## src/rtl/core/error_diffusion_seed_placer_core_defines.svh

```systemverilog
// Assertion macros for the error diffusion seed placer.
// Expect clk_i and rst_ni in the scope of use; no other dependencies.
`ifndef ERROR_DIFFUSION_SEED_PLACER_CORE_DEFINES_SVH
`define ERROR_DIFFUSION_SEED_PLACER_CORE_DEFINES_SVH

// Concurrent check on the rising clock edge, off while reset is held.
`define EDSP_ASSERT(lbl, prop, msg) \
  lbl: assert property (@(posedge clk_i) disable iff (!rst_ni) prop) else $error(msg);

// Condition that must never be true at a clock edge.
`define EDSP_ASSERT_NEVER(lbl, expr, msg) \
  `EDSP_ASSERT(lbl, !(expr), msg)

`endif

```

## src/rtl/core/edsp_pkg.sv

```systemverilog
// Shared constants and types of the error diffusion seed placer.
// No dependencies.
package edsp_pkg;

  // default sizes
  localparam int MAX_WIDTH_DEF  = 1024;
  localparam int MAX_HEIGHT_DEF = 1024;
  localparam int FRAC_BITS_DEF  = 16;

  // stream field widths
  localparam int DENSITY_W  = 18;
  localparam int RADIUS_W   = 16;
  localparam int SEED_XY_W  = 10;
  localparam int S_TDATA_W  = 40;
  localparam int M_TDATA_W  = 40;
  localparam int SAMPLE_FRAC = 16;

  // configuration port
  localparam int CFG_IDX_W  = 4;
  localparam int CFG_DATA_W = 11;
  localparam logic [CFG_IDX_W-1:0] CFG_IMAGE_WIDTH  = 4'd0;
  localparam logic [CFG_IDX_W-1:0] CFG_IMAGE_HEIGHT = 4'd1;
  localparam logic [CFG_DATA_W-1:0] IMAGE_WIDTH_RST  = 11'd640;
  localparam logic [CFG_DATA_W-1:0] IMAGE_HEIGHT_RST = 11'd480;

  // size clamping
  localparam int CLAMP_W    = 13;
  localparam int MIN_WIDTH  = 3;
  localparam int MIN_HEIGHT = 2;

  // error format: FRAC_BITS fraction bits plus integer bits
  localparam int ERR_INT_BITS = 6;

  // Floyd-Steinberg weights, in sixteenths
  localparam int WGT_RIGHT      = 7;
  localparam int WGT_DOWN_LEFT  = 3;
  localparam int WGT_DOWN       = 5;
  localparam int WGT_DOWN_RIGHT = 1;
  localparam int WGT_SHIFT      = 4;
  localparam int WGT_ROUND      = 8;

  // position of a pixel within the frame
  typedef struct packed {
    logic first_row;
    logic last_row;
    logic first_col;
    logic second_col;
    logic last_col;
  } scan_flags_t;

endpackage

```

## src/rtl/core/edsp_scan.sv

```systemverilog
// Raster position counters and frame size registers.
// Depends on edsp_pkg.
module edsp_scan #(
  parameter int MAX_WIDTH  = edsp_pkg::MAX_WIDTH_DEF,
  parameter int MAX_HEIGHT = edsp_pkg::MAX_HEIGHT_DEF
) (
  input  logic                            clk_i,
  input  logic                            rst_ni,
  input  logic                            cfg_we_i,
  input  logic [edsp_pkg::CFG_IDX_W-1:0]  cfg_index_i,
  input  logic [edsp_pkg::CFG_DATA_W-1:0] cfg_wdata_i,
  input  logic                            advance_i,
  output logic [$clog2(MAX_WIDTH)-1:0]    x_o,
  output logic [$clog2(MAX_HEIGHT)-1:0]   y_o,
  output edsp_pkg::scan_flags_t           flags_o,
  output logic                            clear_o
);

  localparam int XW = $clog2(MAX_WIDTH);
  localparam int YW = $clog2(MAX_HEIGHT);
  localparam int CW = edsp_pkg::CLAMP_W;

  logic [edsp_pkg::CFG_DATA_W-1:0] width_q, height_q;
  logic [XW-1:0] x_q, x_d;
  logic [YW-1:0] y_q, y_d;
  logic [CW-1:0] w_ext, h_ext;
  logic [XW:0]   w_eff;
  logic [YW:0]   h_eff;
  logic          last_col, last_row;

  assign clear_o = cfg_we_i && (cfg_index_i == edsp_pkg::CFG_IMAGE_WIDTH ||
                                cfg_index_i == edsp_pkg::CFG_IMAGE_HEIGHT);

  // clamp sizes to the supported range
  always_comb begin
    w_ext = CW'(width_q);
    h_ext = CW'(height_q);
    if (w_ext < CW'(edsp_pkg::MIN_WIDTH)) begin
      w_eff = (XW+1)'(edsp_pkg::MIN_WIDTH);
    end else if (w_ext > CW'(MAX_WIDTH)) begin
      w_eff = (XW+1)'(MAX_WIDTH);
    end else begin
      w_eff = (XW+1)'(w_ext);
    end
    if (h_ext < CW'(edsp_pkg::MIN_HEIGHT)) begin
      h_eff = (YW+1)'(edsp_pkg::MIN_HEIGHT);
    end else if (h_ext > CW'(MAX_HEIGHT)) begin
      h_eff = (YW+1)'(MAX_HEIGHT);
    end else begin
      h_eff = (YW+1)'(h_ext);
    end
  end

  assign last_col = ({1'b0, x_q} + (XW+1)'(1)) == w_eff;
  assign last_row = ({1'b0, y_q} + (YW+1)'(1)) == h_eff;

  always_comb begin
    x_d = x_q;
    y_d = y_q;
    priority if (clear_o) begin
      x_d = '0;
      y_d = '0;
    end else if (advance_i) begin
      if (last_col) begin
        x_d = '0;
        y_d = last_row ? '0 : y_q + YW'(1);
      end else begin
        x_d = x_q + XW'(1);
      end
    end else begin
      x_d = x_q;
      y_d = y_q;
    end
  end

  always_ff @(posedge clk_i or negedge rst_ni) begin
    if (!rst_ni) begin
      width_q  <= edsp_pkg::IMAGE_WIDTH_RST;
      height_q <= edsp_pkg::IMAGE_HEIGHT_RST;
      x_q      <= '0;
      y_q      <= '0;
    end else begin
      if (cfg_we_i && cfg_index_i == edsp_pkg::CFG_IMAGE_WIDTH) begin
        width_q <= cfg_wdata_i;
      end
      if (cfg_we_i && cfg_index_i == edsp_pkg::CFG_IMAGE_HEIGHT) begin
        height_q <= cfg_wdata_i;
      end
      x_q <= x_d;
      y_q <= y_d;
    end
  end

  assign x_o                = x_q;
  assign y_o                = y_q;
  assign flags_o.first_row  = (y_q == '0);
  assign flags_o.last_row   = last_row;
  assign flags_o.first_col  = (x_q == '0);
  assign flags_o.second_col = (x_q == XW'(1));
  assign flags_o.last_col   = last_col;

endmodule

```

## config.mk

```make
export PLATFORM = sky130hd
export DESIGN_NAME = edsp_scan
export DESIGN_NICKNAME = d
export VERILOG_FILES = /design/src/rtl/core/error_diffusion_seed_placer_core_defines.svh /design/src/rtl/core/edsp_pkg.sv /design/src/rtl/core/edsp_scan.sv
export SDC_FILE = /design/constraint.sdc
export NUM_CORES = 1
export LEC_CHECK = 0
export ABC_CLOCK_PERIOD_IN_PS = 8100
export BUFFER_PORTS_ARGS = -buffer_cell sky130_fd_sc_hd__buf_2
export CELL_PAD_IN_SITES_DETAIL_PLACEMENT = 0
export CELL_PAD_IN_SITES_GLOBAL_PLACEMENT = 1
export CORE_MARGIN = 2
export CORE_UTILIZATION = 35
export DETAILED_ROUTE_END_ITERATION = 10
export PLACE_DENSITY = 0.72
export SLEW_MARGIN = 5
export SYNTH_ARGS = -nofsm -noshare
export SYNTH_HDL_FRONTEND = slang
export SYNTH_SLANG_ARGS = --single-unit
export TNS_END_PERCENT = 100
```

## constraint.sdc

```tcl
create_clock -name clk_i -period 8.1 [get_ports clk_i]
set_input_delay 0.81 -clock clk_i [delete_from_list [all_inputs] [get_ports clk_i]]
set_output_delay 0.81 -clock clk_i [all_outputs]
set_load 0.05 [all_outputs]
```

==> run metrics <==
status finished, final reports clean; clock-pin slew on the worst setup and hold paths 90 ps; Setup WS pre-CTS 4376 ps; ant diodes 0; CTS tree yes; syn_nets 340; Total GRT Usage 0.1814; CP Capture Type output port; YS warnings 0; Worst-Skew Late Latency 300 ps; crit path capture flags_o[0]; Crit Path Class register to output port; Antenna Nets Post-Route 0; sequential area share after synthesis 0.3595; total power draw 0.8184 mW; layout cells sized above 1 0.2714; max-cap violation count 0; final setup violation count 0; share of flip-flops with an asynchronous set or reset 1.000; largest area contributor in the netlist dfrtp_1; layout net count 373; TritonRoute pass-1 iters 4; maximum VDD drop 0.09711 mV; via density per instance 5.545; Netlist cell types 63; Non-Filler Instances 455; Reg-to-Reg Start x_o[0]; final period utilization 0.5021; EDFF count, synth 0; Routability Congestion 0.8709; Post-CTS Setup Inserts 0; Final Util 0.4047; leakage 1.366 nW; Setup crit start x_o[0]; cell count after synthesis 316; type of origin of the critical path register; HP Class register to register; final hold violation count 0; Worst Path Required 7290 ps; first-pass GRT wire length 12.72 mm; global route total overflow 0; CTS max path bufs 2; Detailed Place HPWL 5.943 mm; I/O pin count 45; worst hold slack 548.5 ps; total length of routed wires 7.869 mm; CP arrival 3260 ps; Critical R2R Capture y_o[7]; vias in the first global route 2363; Synth Cell Area 2944 sq um; IO Port Bufs 44; pwr dens 247.4 nW/um^2; CTS resizes 0; Finished Cell Area 3308 sq um; Slew HR 0.3572; core box area 8175 sq um; CTS buffer count 5; Core Rows 33; Mapped Avg Cell Area 9.317 sq um; starting density of the core 0.3601; RSZ-0062 raised after global routing no; largest net degree at the start of global routing 43; via count 2523; die height 95.72 um; drt drc 0; Inst Count DP 447; final worst slack 4033 ps; Tmin final 4067 ps; wire per inst 17.29 um; measured slew at the worst slew-check pin 964.2 ps; R2R depth 10; initial DRC count 151; Seq cells post-synth 42; clock skew 6.049 ps; Root Buffer clkbuf_8; FMAX 0.2459 GHz; H-tree Lvls 2; antenna violations before repair 0; TNS Setup 0 ps; area grow syn2layout 12.37%; Max Slew Vio Count 0; CP max FO 12; die area 9161 sq um; Chip Width 95.72 um; clock sink count 42; hold buffer count at CTS 0; Reg2Reg Setup Slack 4520 ps; dpl cell area 3211 sq um; post-synth top area share 0.3060; Synth area leaders dfrtp_1, mux2_2, dfstp_2; Post-synth top flop dfrtp_1
==> cell type report <==
| class | count | area [sq um] |
|---|---|---|
| flip-flops and latches | 42 | 1059 |
| well taps | 105 | 131.4 |
| clock inverters | 3 | 28.78 |
| repair buffers | 45 | 227.7 |
| multi-input cells | 235 | 1718 |
| clock buffers | 5 | 68.82 |
| fillers | 837 | 4867 |
| inverters | 20 | 75.07 |
==> cell usage after synthesis, drive strengths merged (2+ instances only) <==
library cell	number
buf	9
a2111oi	2
o2bb2ai	4
o21ai	17
inv	19
mux2i	3
dfrtp	36
ha	5
o221ai	3
dfstp	6
or3	4
nand4b	3
a211oi	4
a2bb2oi	2
or4b	3
nor4	8
o22ai	5
a311o	2
clkbuf	10
nand2b	6
a41oi	2
nand3	11
xnor2	14
xor2	3
a21o	2
nand3b	3
o211ai	4
mux2	21
o31ai	7
or2	3
a311oi	5
a21oi	12
nor3	7
nand2	27
nor2b	2
nand4	6
and2	2
nor2	14
and3	4
==> power breakdown <==
group	total (mW)	switching, mW	internal [mW]
Sequential	0.343	0.0839	0.259
Clock	0.151	0.0869	0.0646
Combinational	0.324	0.197	0.126
Total	0.818	0.368	0.450
==> sequential cells by signal, indices dropped and copies added, names as in the netlist <==
name	flops
height_q	11
width_q	11
x_o	10
y_o	10
==> cell families (layout without fill, tap and decap cells) <==
family	after synthesis	after routing	share of synthesized area
AO/OA/AOI/OAI	80	80	0.2032
XOR/XNOR	17	17	0.05058
adder cells (fa/ha/maj)	5	5	0.02125
buffers and inverters	39	73	0.05695
flip-flops	42	42	0.3595
multiplexers	24	24	0.09052
AND/OR/NAND/NOR	109	109	0.2180
==> per-layer routing <==
metal | wire [um] | global-route usage
met1 | 3897 | 0.2747
met2 | 3502 | 0.2710
met3 | 361 | 0.02428
met4 | 108 | 0.04762
met5 | 0 | 0
==> worst max-delay path, cell delays in order (launching register included) <==
cell and delay (ps):
dfrtp_1 580, inv_1 90, ha_1 380, nor2b_1 160
a2bb2oi_1 120, nand3b_1 170, or4_4 490, a2111oi_4 450
and2_1 230, buf_2 270
==> layout by cell type, fill, tap and decap left out, drive strengths merged, types with 3 or more instances in the layout <==
master   netlist  routed
or2            3       3
a311oi         5       5
o221ai         3       3
nor3           7       7
nand4          6       6
nand3         11      11
mux2i          3       3
a211oi         4       4
o21ai         17      17
and3           4       4
o2bb2ai        4       4
o22ai          5       5
inv           19      21
a21oi         12      12
nor4           8       8
o211ai         4       4
nor2          14      14
nand2b         6       6
dfstp          6       6
mux2          21      21
or3            4       4
xnor2         14      14
clkbuf        10       5
buf            9      45
or4b           3       3
o31ai          7       7
nand3b         3       3
dfrtp         36      36
nand2         27      27
ha             5       5
xor2           3       3
nand4b         3       3
==> how the worst min path moves through the flow <==
stage / startpoint / end / cells past startpoint
finish: height_q[0] / height_q[0] / 1
global route: height_q[0] / height_q[0] / 1
CTS: height_q[0] / height_q[0] / 1
detailed placement: height_q[0] / height_q[0] / 1
global placement: height_q[0] / height_q[0] / 1
floorplan: height_q[0] / height_q[0] / 1
Power figures use the tool's default switching activity.
