===== src/rtl/core/error_diffusion_seed_placer_core_defines.svh =====
// Assertion macros for the error diffusion seed placer.
// Expect clk_i and rst_ni in the scope of use; no other dependencies.
`ifndef ERROR_DIFFUSION_SEED_PLACER_CORE_DEFINES_SVH
`define ERROR_DIFFUSION_SEED_PLACER_CORE_DEFINES_SVH

// Concurrent check on the rising clock edge, off while reset is held.
`define EDSP_ASSERT(lbl, prop, msg) \
  lbl: assert property (@(posedge clk_i) disable iff (!rst_ni) prop) else $error(msg);

// Condition that must never be true at a clock edge.
`define EDSP_ASSERT_NEVER(lbl, expr, msg) \
  `EDSP_ASSERT(lbl, !(expr), msg)

`endif


===== src/rtl/core/edsp_pkg.sv =====
// Shared constants and types of the error diffusion seed placer.
// No dependencies.
package edsp_pkg;

  // default sizes
  localparam int MAX_WIDTH_DEF  = 1024;
  localparam int MAX_HEIGHT_DEF = 1024;
  localparam int FRAC_BITS_DEF  = 16;

  // stream field widths
  localparam int DENSITY_W  = 18;
  localparam int RADIUS_W   = 16;
  localparam int SEED_XY_W  = 10;
  localparam int S_TDATA_W  = 40;
  localparam int M_TDATA_W  = 40;
  localparam int SAMPLE_FRAC = 16;

  // configuration port
  localparam int CFG_IDX_W  = 4;
  localparam int CFG_DATA_W = 11;
  localparam logic [CFG_IDX_W-1:0] CFG_IMAGE_WIDTH  = 4'd0;
  localparam logic [CFG_IDX_W-1:0] CFG_IMAGE_HEIGHT = 4'd1;
  localparam logic [CFG_DATA_W-1:0] IMAGE_WIDTH_RST  = 11'd640;
  localparam logic [CFG_DATA_W-1:0] IMAGE_HEIGHT_RST = 11'd480;

  // size clamping
  localparam int CLAMP_W    = 13;
  localparam int MIN_WIDTH  = 3;
  localparam int MIN_HEIGHT = 2;

  // error format: FRAC_BITS fraction bits plus integer bits
  localparam int ERR_INT_BITS = 6;

  // Floyd-Steinberg weights, in sixteenths
  localparam int WGT_RIGHT      = 7;
  localparam int WGT_DOWN_LEFT  = 3;
  localparam int WGT_DOWN       = 5;
  localparam int WGT_DOWN_RIGHT = 1;
  localparam int WGT_SHIFT      = 4;
  localparam int WGT_ROUND      = 8;

  // position of a pixel within the frame
  typedef struct packed {
    logic first_row;
    logic last_row;
    logic first_col;
    logic second_col;
    logic last_col;
  } scan_flags_t;

endpackage


===== src/rtl/core/edsp_diffuse.sv =====
// Diffusion stage: combines line-store error, runs threshold and weights,
// writes back the next-row error and holds the seed output register.
// Depends on edsp_pkg.
module edsp_diffuse #(
  parameter int MAX_WIDTH  = edsp_pkg::MAX_WIDTH_DEF,
  parameter int MAX_HEIGHT = edsp_pkg::MAX_HEIGHT_DEF,
  parameter int FRAC_BITS  = edsp_pkg::FRAC_BITS_DEF
) (
  input  logic                                clk_i,
  input  logic                                rst_ni,
  input  logic                                clear_i,
  input  logic                                s_valid_i,
  output logic                                s_ready_o,
  input  logic [edsp_pkg::DENSITY_W-1:0]      density_i,
  input  logic [edsp_pkg::RADIUS_W-1:0]       radius_i,
  input  logic [$clog2(MAX_WIDTH)-1:0]        x_i,
  input  logic [$clog2(MAX_HEIGHT)-1:0]       y_i,
  input  edsp_pkg::scan_flags_t               flags_i,
  input  logic [FRAC_BITS+edsp_pkg::ERR_INT_BITS-1:0] ram_rdata_i,
  output logic                                ram_we_o,
  output logic [$clog2(MAX_WIDTH)-1:0]        ram_waddr_o,
  output logic [FRAC_BITS+edsp_pkg::ERR_INT_BITS-1:0] ram_wdata_o,
  output logic                                advance_o,
  output logic                                m_valid_o,
  input  logic                                m_ready_i,
  output logic [edsp_pkg::SEED_XY_W-1:0]      seed_x_o,
  output logic [edsp_pkg::SEED_XY_W-1:0]      seed_y_o,
  output logic [edsp_pkg::RADIUS_W-1:0]       seed_radius_o
);

  localparam int XW = $clog2(MAX_WIDTH);
  localparam int YW = $clog2(MAX_HEIGHT);
  localparam int EW = FRAC_BITS + edsp_pkg::ERR_INT_BITS;
  localparam int SW = EW + 4;
  localparam logic signed [SW-1:0] SatHi = SW'((1 <<< (EW - 1)) - 1);
  localparam logic signed [SW-1:0] SatLo = -SatHi - SW'(1);
  localparam logic signed [EW-1:0] Half  = EW'(1 <<< (FRAC_BITS - 1));
  localparam logic signed [EW-1:0] One   = EW'(1 <<< FRAC_BITS);

  function automatic logic signed [EW-1:0] sat(input logic signed [SW-1:0] a);
    logic signed [EW-1:0] r;
    if (a > SatHi) begin
      r = SatHi[EW-1:0];
    end else if (a < SatLo) begin
      r = SatLo[EW-1:0];
    end else begin
      r = a[EW-1:0];
    end
    return r;
  endfunction

  // k/16 of v, rounded to nearest with ties upward
  function automatic logic signed [EW-1:0] wgt(input logic signed [EW-1:0] v, input int k);
    logic signed [SW-1:0] p;
    p = SW'(v) * SW'(k) + SW'(edsp_pkg::WGT_ROUND);
    return sat(p >>> edsp_pkg::WGT_SHIFT);
  endfunction

  // pixel register (read issued at accept, data arrives here)
  logic                             b_valid_q;
  logic [edsp_pkg::DENSITY_W-1:0]   b_density_q;
  logic [edsp_pkg::RADIUS_W-1:0]    b_radius_q;
  logic [XW-1:0]                    b_x_q;
  logic [YW-1:0]                    b_y_q;
  edsp_pkg::scan_flags_t            b_flags_q;

  // diffusion state
  logic signed [EW-1:0] right_q, right_d;
  logic signed [EW-1:0] pend_left_q, pend_left_d;
  logic signed [EW-1:0] pend_here_q, pend_here_d;
  logic signed [EW-1:0] col0_q, col0_d;
  logic signed [EW-1:0] coll_q, coll_d;

  // output register
  logic                          out_valid_q;
  logic [edsp_pkg::SEED_XY_W-1:0] out_x_q, out_y_q;
  logic [edsp_pkg::RADIUS_W-1:0]  out_radius_q;

  logic signed [EW-1:0] sfix, stored, v, vs, w_dl;
  logic                 out_free, advance, accept, middle, seed_hit, seed;

  assign out_free  = !out_valid_q || m_ready_i;
  assign advance   = b_valid_q && out_free;
  assign s_ready_o = !b_valid_q || out_free;
  assign accept    = s_valid_i && s_ready_o;
  assign advance_o = advance;

  // density in error format
  if (FRAC_BITS >= edsp_pkg::SAMPLE_FRAC) begin : g_up
    assign sfix = EW'(b_density_q) <<< (FRAC_BITS - edsp_pkg::SAMPLE_FRAC);
  end else begin : g_dn
    assign sfix = EW'(b_density_q >> (edsp_pkg::SAMPLE_FRAC - FRAC_BITS));
  end

  always_comb begin
    // first row always sees a clean line store
    priority if (b_flags_q.first_row) begin
      stored = '0;
    end else if (b_flags_q.first_col) begin
      stored = col0_q;
    end else if (b_flags_q.last_col) begin
      stored = coll_q;
    end else begin
      stored = ram_rdata_i;
    end

    v        = sat(SW'(sfix) + SW'(stored) + SW'(right_q));
    seed_hit = (v >= Half);
    vs       = seed_hit ? v - One : v;   // stays above the lower bound
    w_dl     = wgt(vs, edsp_pkg::WGT_DOWN_LEFT);
    middle   = !b_flags_q.last_row && !b_flags_q.first_col && !b_flags_q.last_col;
    seed     = advance && middle && seed_hit;

    right_d     = right_q;
    pend_left_d = pend_left_q;
    pend_here_d = pend_here_q;
    col0_d      = col0_q;
    coll_d      = coll_q;
    ram_we_o    = 1'b0;
    ram_waddr_o = b_x_q - XW'(1);
    ram_wdata_o = sat(SW'(pend_left_q) + SW'(w_dl));

    if (advance) begin
      priority if (b_flags_q.last_row) begin
        right_d     = '0;
        pend_left_d = '0;
        pend_here_d = '0;
      end else if (b_flags_q.first_col) begin
        right_d     = v;
        pend_left_d = '0;
        pend_here_d = '0;
      end else if (!b_flags_q.last_col) begin
        right_d     = wgt(vs, edsp_pkg::WGT_RIGHT);
        ram_we_o    = 1'b1;
        if (b_flags_q.second_col) begin
          col0_d = ram_wdata_o;
        end
        pend_left_d = sat(SW'(pend_here_q) + SW'(wgt(vs, edsp_pkg::WGT_DOWN)));
        pend_here_d = wgt(vs, edsp_pkg::WGT_DOWN_RIGHT);
      end else begin
        // row end: flush pendings, fold the total into column 0
        ram_we_o    = 1'b1;
        ram_wdata_o = pend_left_q;
        coll_d      = pend_here_q;
        col0_d      = sat(SW'(col0_q) + SW'(v));
        right_d     = '0;
        pend_left_d = '0;
        pend_here_d = '0;
      end
    end

    if (clear_i) begin
      right_d     = '0;
      pend_left_d = '0;
      pend_here_d = '0;
      col0_d      = '0;
      coll_d      = '0;
    end
  end

  always_ff @(posedge clk_i or negedge rst_ni) begin
    if (!rst_ni) begin
      b_valid_q   <= 1'b0;
      out_valid_q <= 1'b0;
      right_q     <= '0;
      pend_left_q <= '0;
      pend_here_q <= '0;
      col0_q      <= '0;
      coll_q      <= '0;
    end else begin
      if (accept) begin
        b_valid_q <= 1'b1;
      end else if (advance) begin
        b_valid_q <= 1'b0;
      end
      if (seed) begin
        out_valid_q <= 1'b1;
      end else if (m_ready_i) begin
        out_valid_q <= 1'b0;
      end
      right_q     <= right_d;
      pend_left_q <= pend_left_d;
      pend_here_q <= pend_here_d;
      col0_q      <= col0_d;
      coll_q      <= coll_d;
    end
  end

  always_ff @(posedge clk_i) begin
    if (accept) begin
      b_density_q <= density_i;
      b_radius_q  <= radius_i;
      b_x_q       <= x_i;
      b_y_q       <= y_i;
      b_flags_q   <= flags_i;
    end
    if (seed) begin
      out_x_q      <= edsp_pkg::SEED_XY_W'(b_x_q);
      out_y_q      <= edsp_pkg::SEED_XY_W'(b_y_q);
      out_radius_q <= b_radius_q;
    end
  end

  assign m_valid_o     = out_valid_q;
  assign seed_x_o      = out_x_q;
  assign seed_y_o      = out_y_q;
  assign seed_radius_o = out_radius_q;

endmodule


===== config.mk =====
export PLATFORM = sky130hd
export DESIGN_NAME = edsp_diffuse
export DESIGN_NICKNAME = d
export VERILOG_FILES = /design/src/rtl/core/error_diffusion_seed_placer_core_defines.svh /design/src/rtl/core/edsp_pkg.sv /design/src/rtl/core/edsp_diffuse.sv
export SDC_FILE = /design/constraint.sdc
export NUM_CORES = 1
export LEC_CHECK = 0
export BUFFER_PORTS_ARGS = -buffer_cell sky130_fd_sc_hd__clkbuf_2
export CAP_MARGIN = 20
export CELL_PAD_IN_SITES_DETAIL_PLACEMENT = 0
export CELL_PAD_IN_SITES_GLOBAL_PLACEMENT = 1
export CORE_ASPECT_RATIO = 0.5
export CORE_UTILIZATION = 43
export DETAILED_ROUTE_END_ITERATION = 7
export PLACE_DENSITY = 0.87
export SYNTH_ARGS = -nofsm -noshare
export SYNTH_HDL_FRONTEND = slang
export SYNTH_SLANG_ARGS = --single-unit

===== constraint.sdc =====
create_clock -name clk_i -period 11.2 [get_ports clk_i]
set_input_delay 0.56 -clock clk_i [delete_from_list [all_inputs] [get_ports clk_i]]
set_output_delay 0.56 -clock clk_i [all_outputs]
set_load 0.05 [all_outputs]

==> run summary <==
Yosys reg bits -> 201
Slew margin rel. -> 0.257
Final setup fails -> 0
Die Y -> 146 um
Commonest non-fill, non-tap cell in the layout -> ha_1
Worst slew pin tran -> 1.11 ns
Post-DP HPWL -> 40900 um
Initial antenna violation count -> 1
Top-area cell type share of the netlist area -> 0.185
Period utilisation layout -> 0.967
Max Root-Sink Buffers -> 3
Crit Path Max Fanout -> 9
Fill count -> 3705
Largest net degree at the start of global routing -> 67
Starting DRT DRC Count -> 1286
Drt via density -> 5.79
Max Fclk -> 92.3 MHz
Post-synth cell types -> 82
Syn Area/Cell -> 9.31 um2
First-pass GRT wire length -> 81900 um
Worst hold path type -> input pin to asynchronous set/reset pin
Mapped Nets -> 2325
Total grt overflow -> 0
Clock Skews -> 0.0189 ns
Synth area leaders -> ha_1, edfxtp_1, dfrtp_1, fa_1, a21oi_1
Drt drc -> 0
TritonCTS clock tree -> done
Post-synthesis cell count -> 1929
Die width -> 291 um
Layout Nets -> 2508
Core area -> 40800 um2
Area grow syn2layout -> 19.3%
Cell Rows -> 52
Final hold slack -> 0.0177 ns
Min Tclk post-route -> 10.83 ns
Post-synth EDFFs -> 95
Post-DR wirelength/cell -> 20.2 um
Total number of vias -> 15500
CTS HTree Levels -> 1
CP Class -> flip-flop to output port
Area leader, netlist -> ha_1
Most frequent cells in the layout -> ha_1, nand2_1, nor2_1, a21oi_1, clkbuf_2
Number of global-route vias before repair -> 14700
CP arrival -> 10.27 ns
Port Buffer Count -> 157
Setup crit end kind -> output port
Mapped Area -> 18000 um2
Status -> completed
Final Slew Violations -> 0
CTS clk-pin slew, worst paths -> 0.07 ns
Fin. Hold Viols -> 0
Finished Core Util -> 0.525
Post-route ant nets -> 0
Hold buffers post-CTS -> 0
Sink Count -> 201
CP delay by family, top -> compound AO/OA/AOI/OAI gates
Synth Flop Type -> dfrtp_1
Worst EP required -> 10.64 ns
Number of diodes -> 0
Starting Density -> 0.440
Number of buffers and inverters on the critical path -> 5
CTS buffer count -> 22
I/O Pins -> 158
Post-synthesis sequential area ratio -> 0.307
Critical Path Slowest Stage Cell -> a2111oi_4
GRT Util Overall -> 0.243
Type of origin of the critical path -> flip-flop
Die area -> 42600 um2
Layout cells sized above 1 -> 0.172
Max stage delay on crit path -> 0.45 ns
Max_cap viols -> 0
Async S/R FF share, synth -> 0.527
Routability cong. -> 0.962
Synth warn -> 0
Root Driver -> clkbuf_16
Post-Route WL -> 53800 um
Clk Latency, worst-skew pair -> 0.55 ns
1st-pass router iterations -> 6
## cells in the mapped netlist, types with 16 or more instances
cell / n
a21o_1: 51
a21oi_1: 157
a31oi_1: 31
a32o_1: 21
clkbuf_1: 47
dfrtp_1: 106
edfxtp_1: 95
fa_1: 45
ha_1: 265
inv_1: 91
mux2i_1: 26
nand2_1: 192
nand2b_1: 28
nand3_1: 33
nor2_1: 157
nor2b_1: 18
nor3_1: 21
o21a_1: 19
o21ai_0: 109
o21ai_1: 31
o21bai_1: 22
or3_1: 16
xnor2_1: 88
xor2_1: 58
## worst register-to-register path: cells and delay by family, from the launching register on
kind,cells,cell delay (ns)
buffers and inverters,6,1.09
muxes,1,0.16
AOI/OAI and AO/OA,21,5.05
DFF,1,0.39
and+or+nand+nor,10,1.74
adders and majority gates,6,2.12
## final timing paths
check | startpoint | endpoint | slack (ns) | depth (start not counted)
worst max register to register | b_flags_q[0] | pend_left_q[17] | 0.47 | 44
max in group asynchronous | rst_ni | col0_q[11] | 9.73 | 2
worst min-delay path | rst_ni | pend_left_q[6] | 0.02 | 1
worst min register to register | b_radius_q[1] | seed_radius_o[1] | 0.42 | 0
min in group clk_i | density_i[8] | b_density_q[8] | 0.18 | 1
worst max-delay path | b_flags_q[0] | ram_wdata_o[4] | 0.37 | 46
## cell families (layout without fill, tap and decap cells)
logic type	Yosys count	in the layout	synth area share
AND/OR/NAND/NOR	535	538	0.137
AO/OA/AOI/OAI	557	557	0.202
multiplexers	27	27	0.0151
flip-flops	201	201	0.307
buffers and inverters	152	348	0.0333
adder cells (fa/ha/maj)	311	311	0.235
XOR/XNOR	146	146	0.0712
## layout make-up
| cell class | instances | area (um2) | share of cell area |
|---|---|---|---|
| Clock buffer | 27 | 579 | 0.0271 |
| Clock inverter | 13 | 176 | 0.00824 |
| Inverter | 91 | 345 | 0.0161 |
| Multi-Input combinational cell | 1579 | 12500 | 0.582 |
| Sequential cell | 201 | 5510 | 0.257 |
| Tap cell | 540 | 676 | 0.0316 |
| Timing Repair Buffer | 217 | 1680 | 0.0784 |
## stage by stage
step	instance area (um2)	worst slack (ns)	setup TNS (ns)	instances
floorplan	18000	-0.124	-1.47	1929
global placement	19900	0.300	0	2607
detailed placement	19900	0.181	0	2608
CTS	20700	0.00358	0	2648
global route	21400	-0.174	-2.39	2668
finish	21400	0.370	0	2668
## what timing repair did
action                                  CTS  global route
setup buffers                             0            13
pin swaps                                 0            20
resized for setup                        11            89
endpoints found under the setup margin   22            64
gates cloned                              0             6
## sequential cells by signal, summed over array words and instances, names as in the netlist
name,flops
b_y_q,10
pend_here_q,19
b_flags_q,5
b_x_q,10
pend_left_q,22
seed_x_o,10
seed_radius_o,16
right_q,22
col0_q,22
b_radius_q,16
seed_y_o,10
coll_q,19
m_valid_o,1
b_density_q,18
b_valid_q,1
## metal layers
metal	wire [um]	track usage	up-vias
met3	4100	0.0368	73
li1	-	-	7383
met5	13	0	-
met4	1280	0.0548	2
met2	22800	0.359	597
met1	25700	0.369	7399
Power is left out: the tool's default activity adds up to more than one toggle a clock period on the data nets, which glitch-free logic cannot reach.
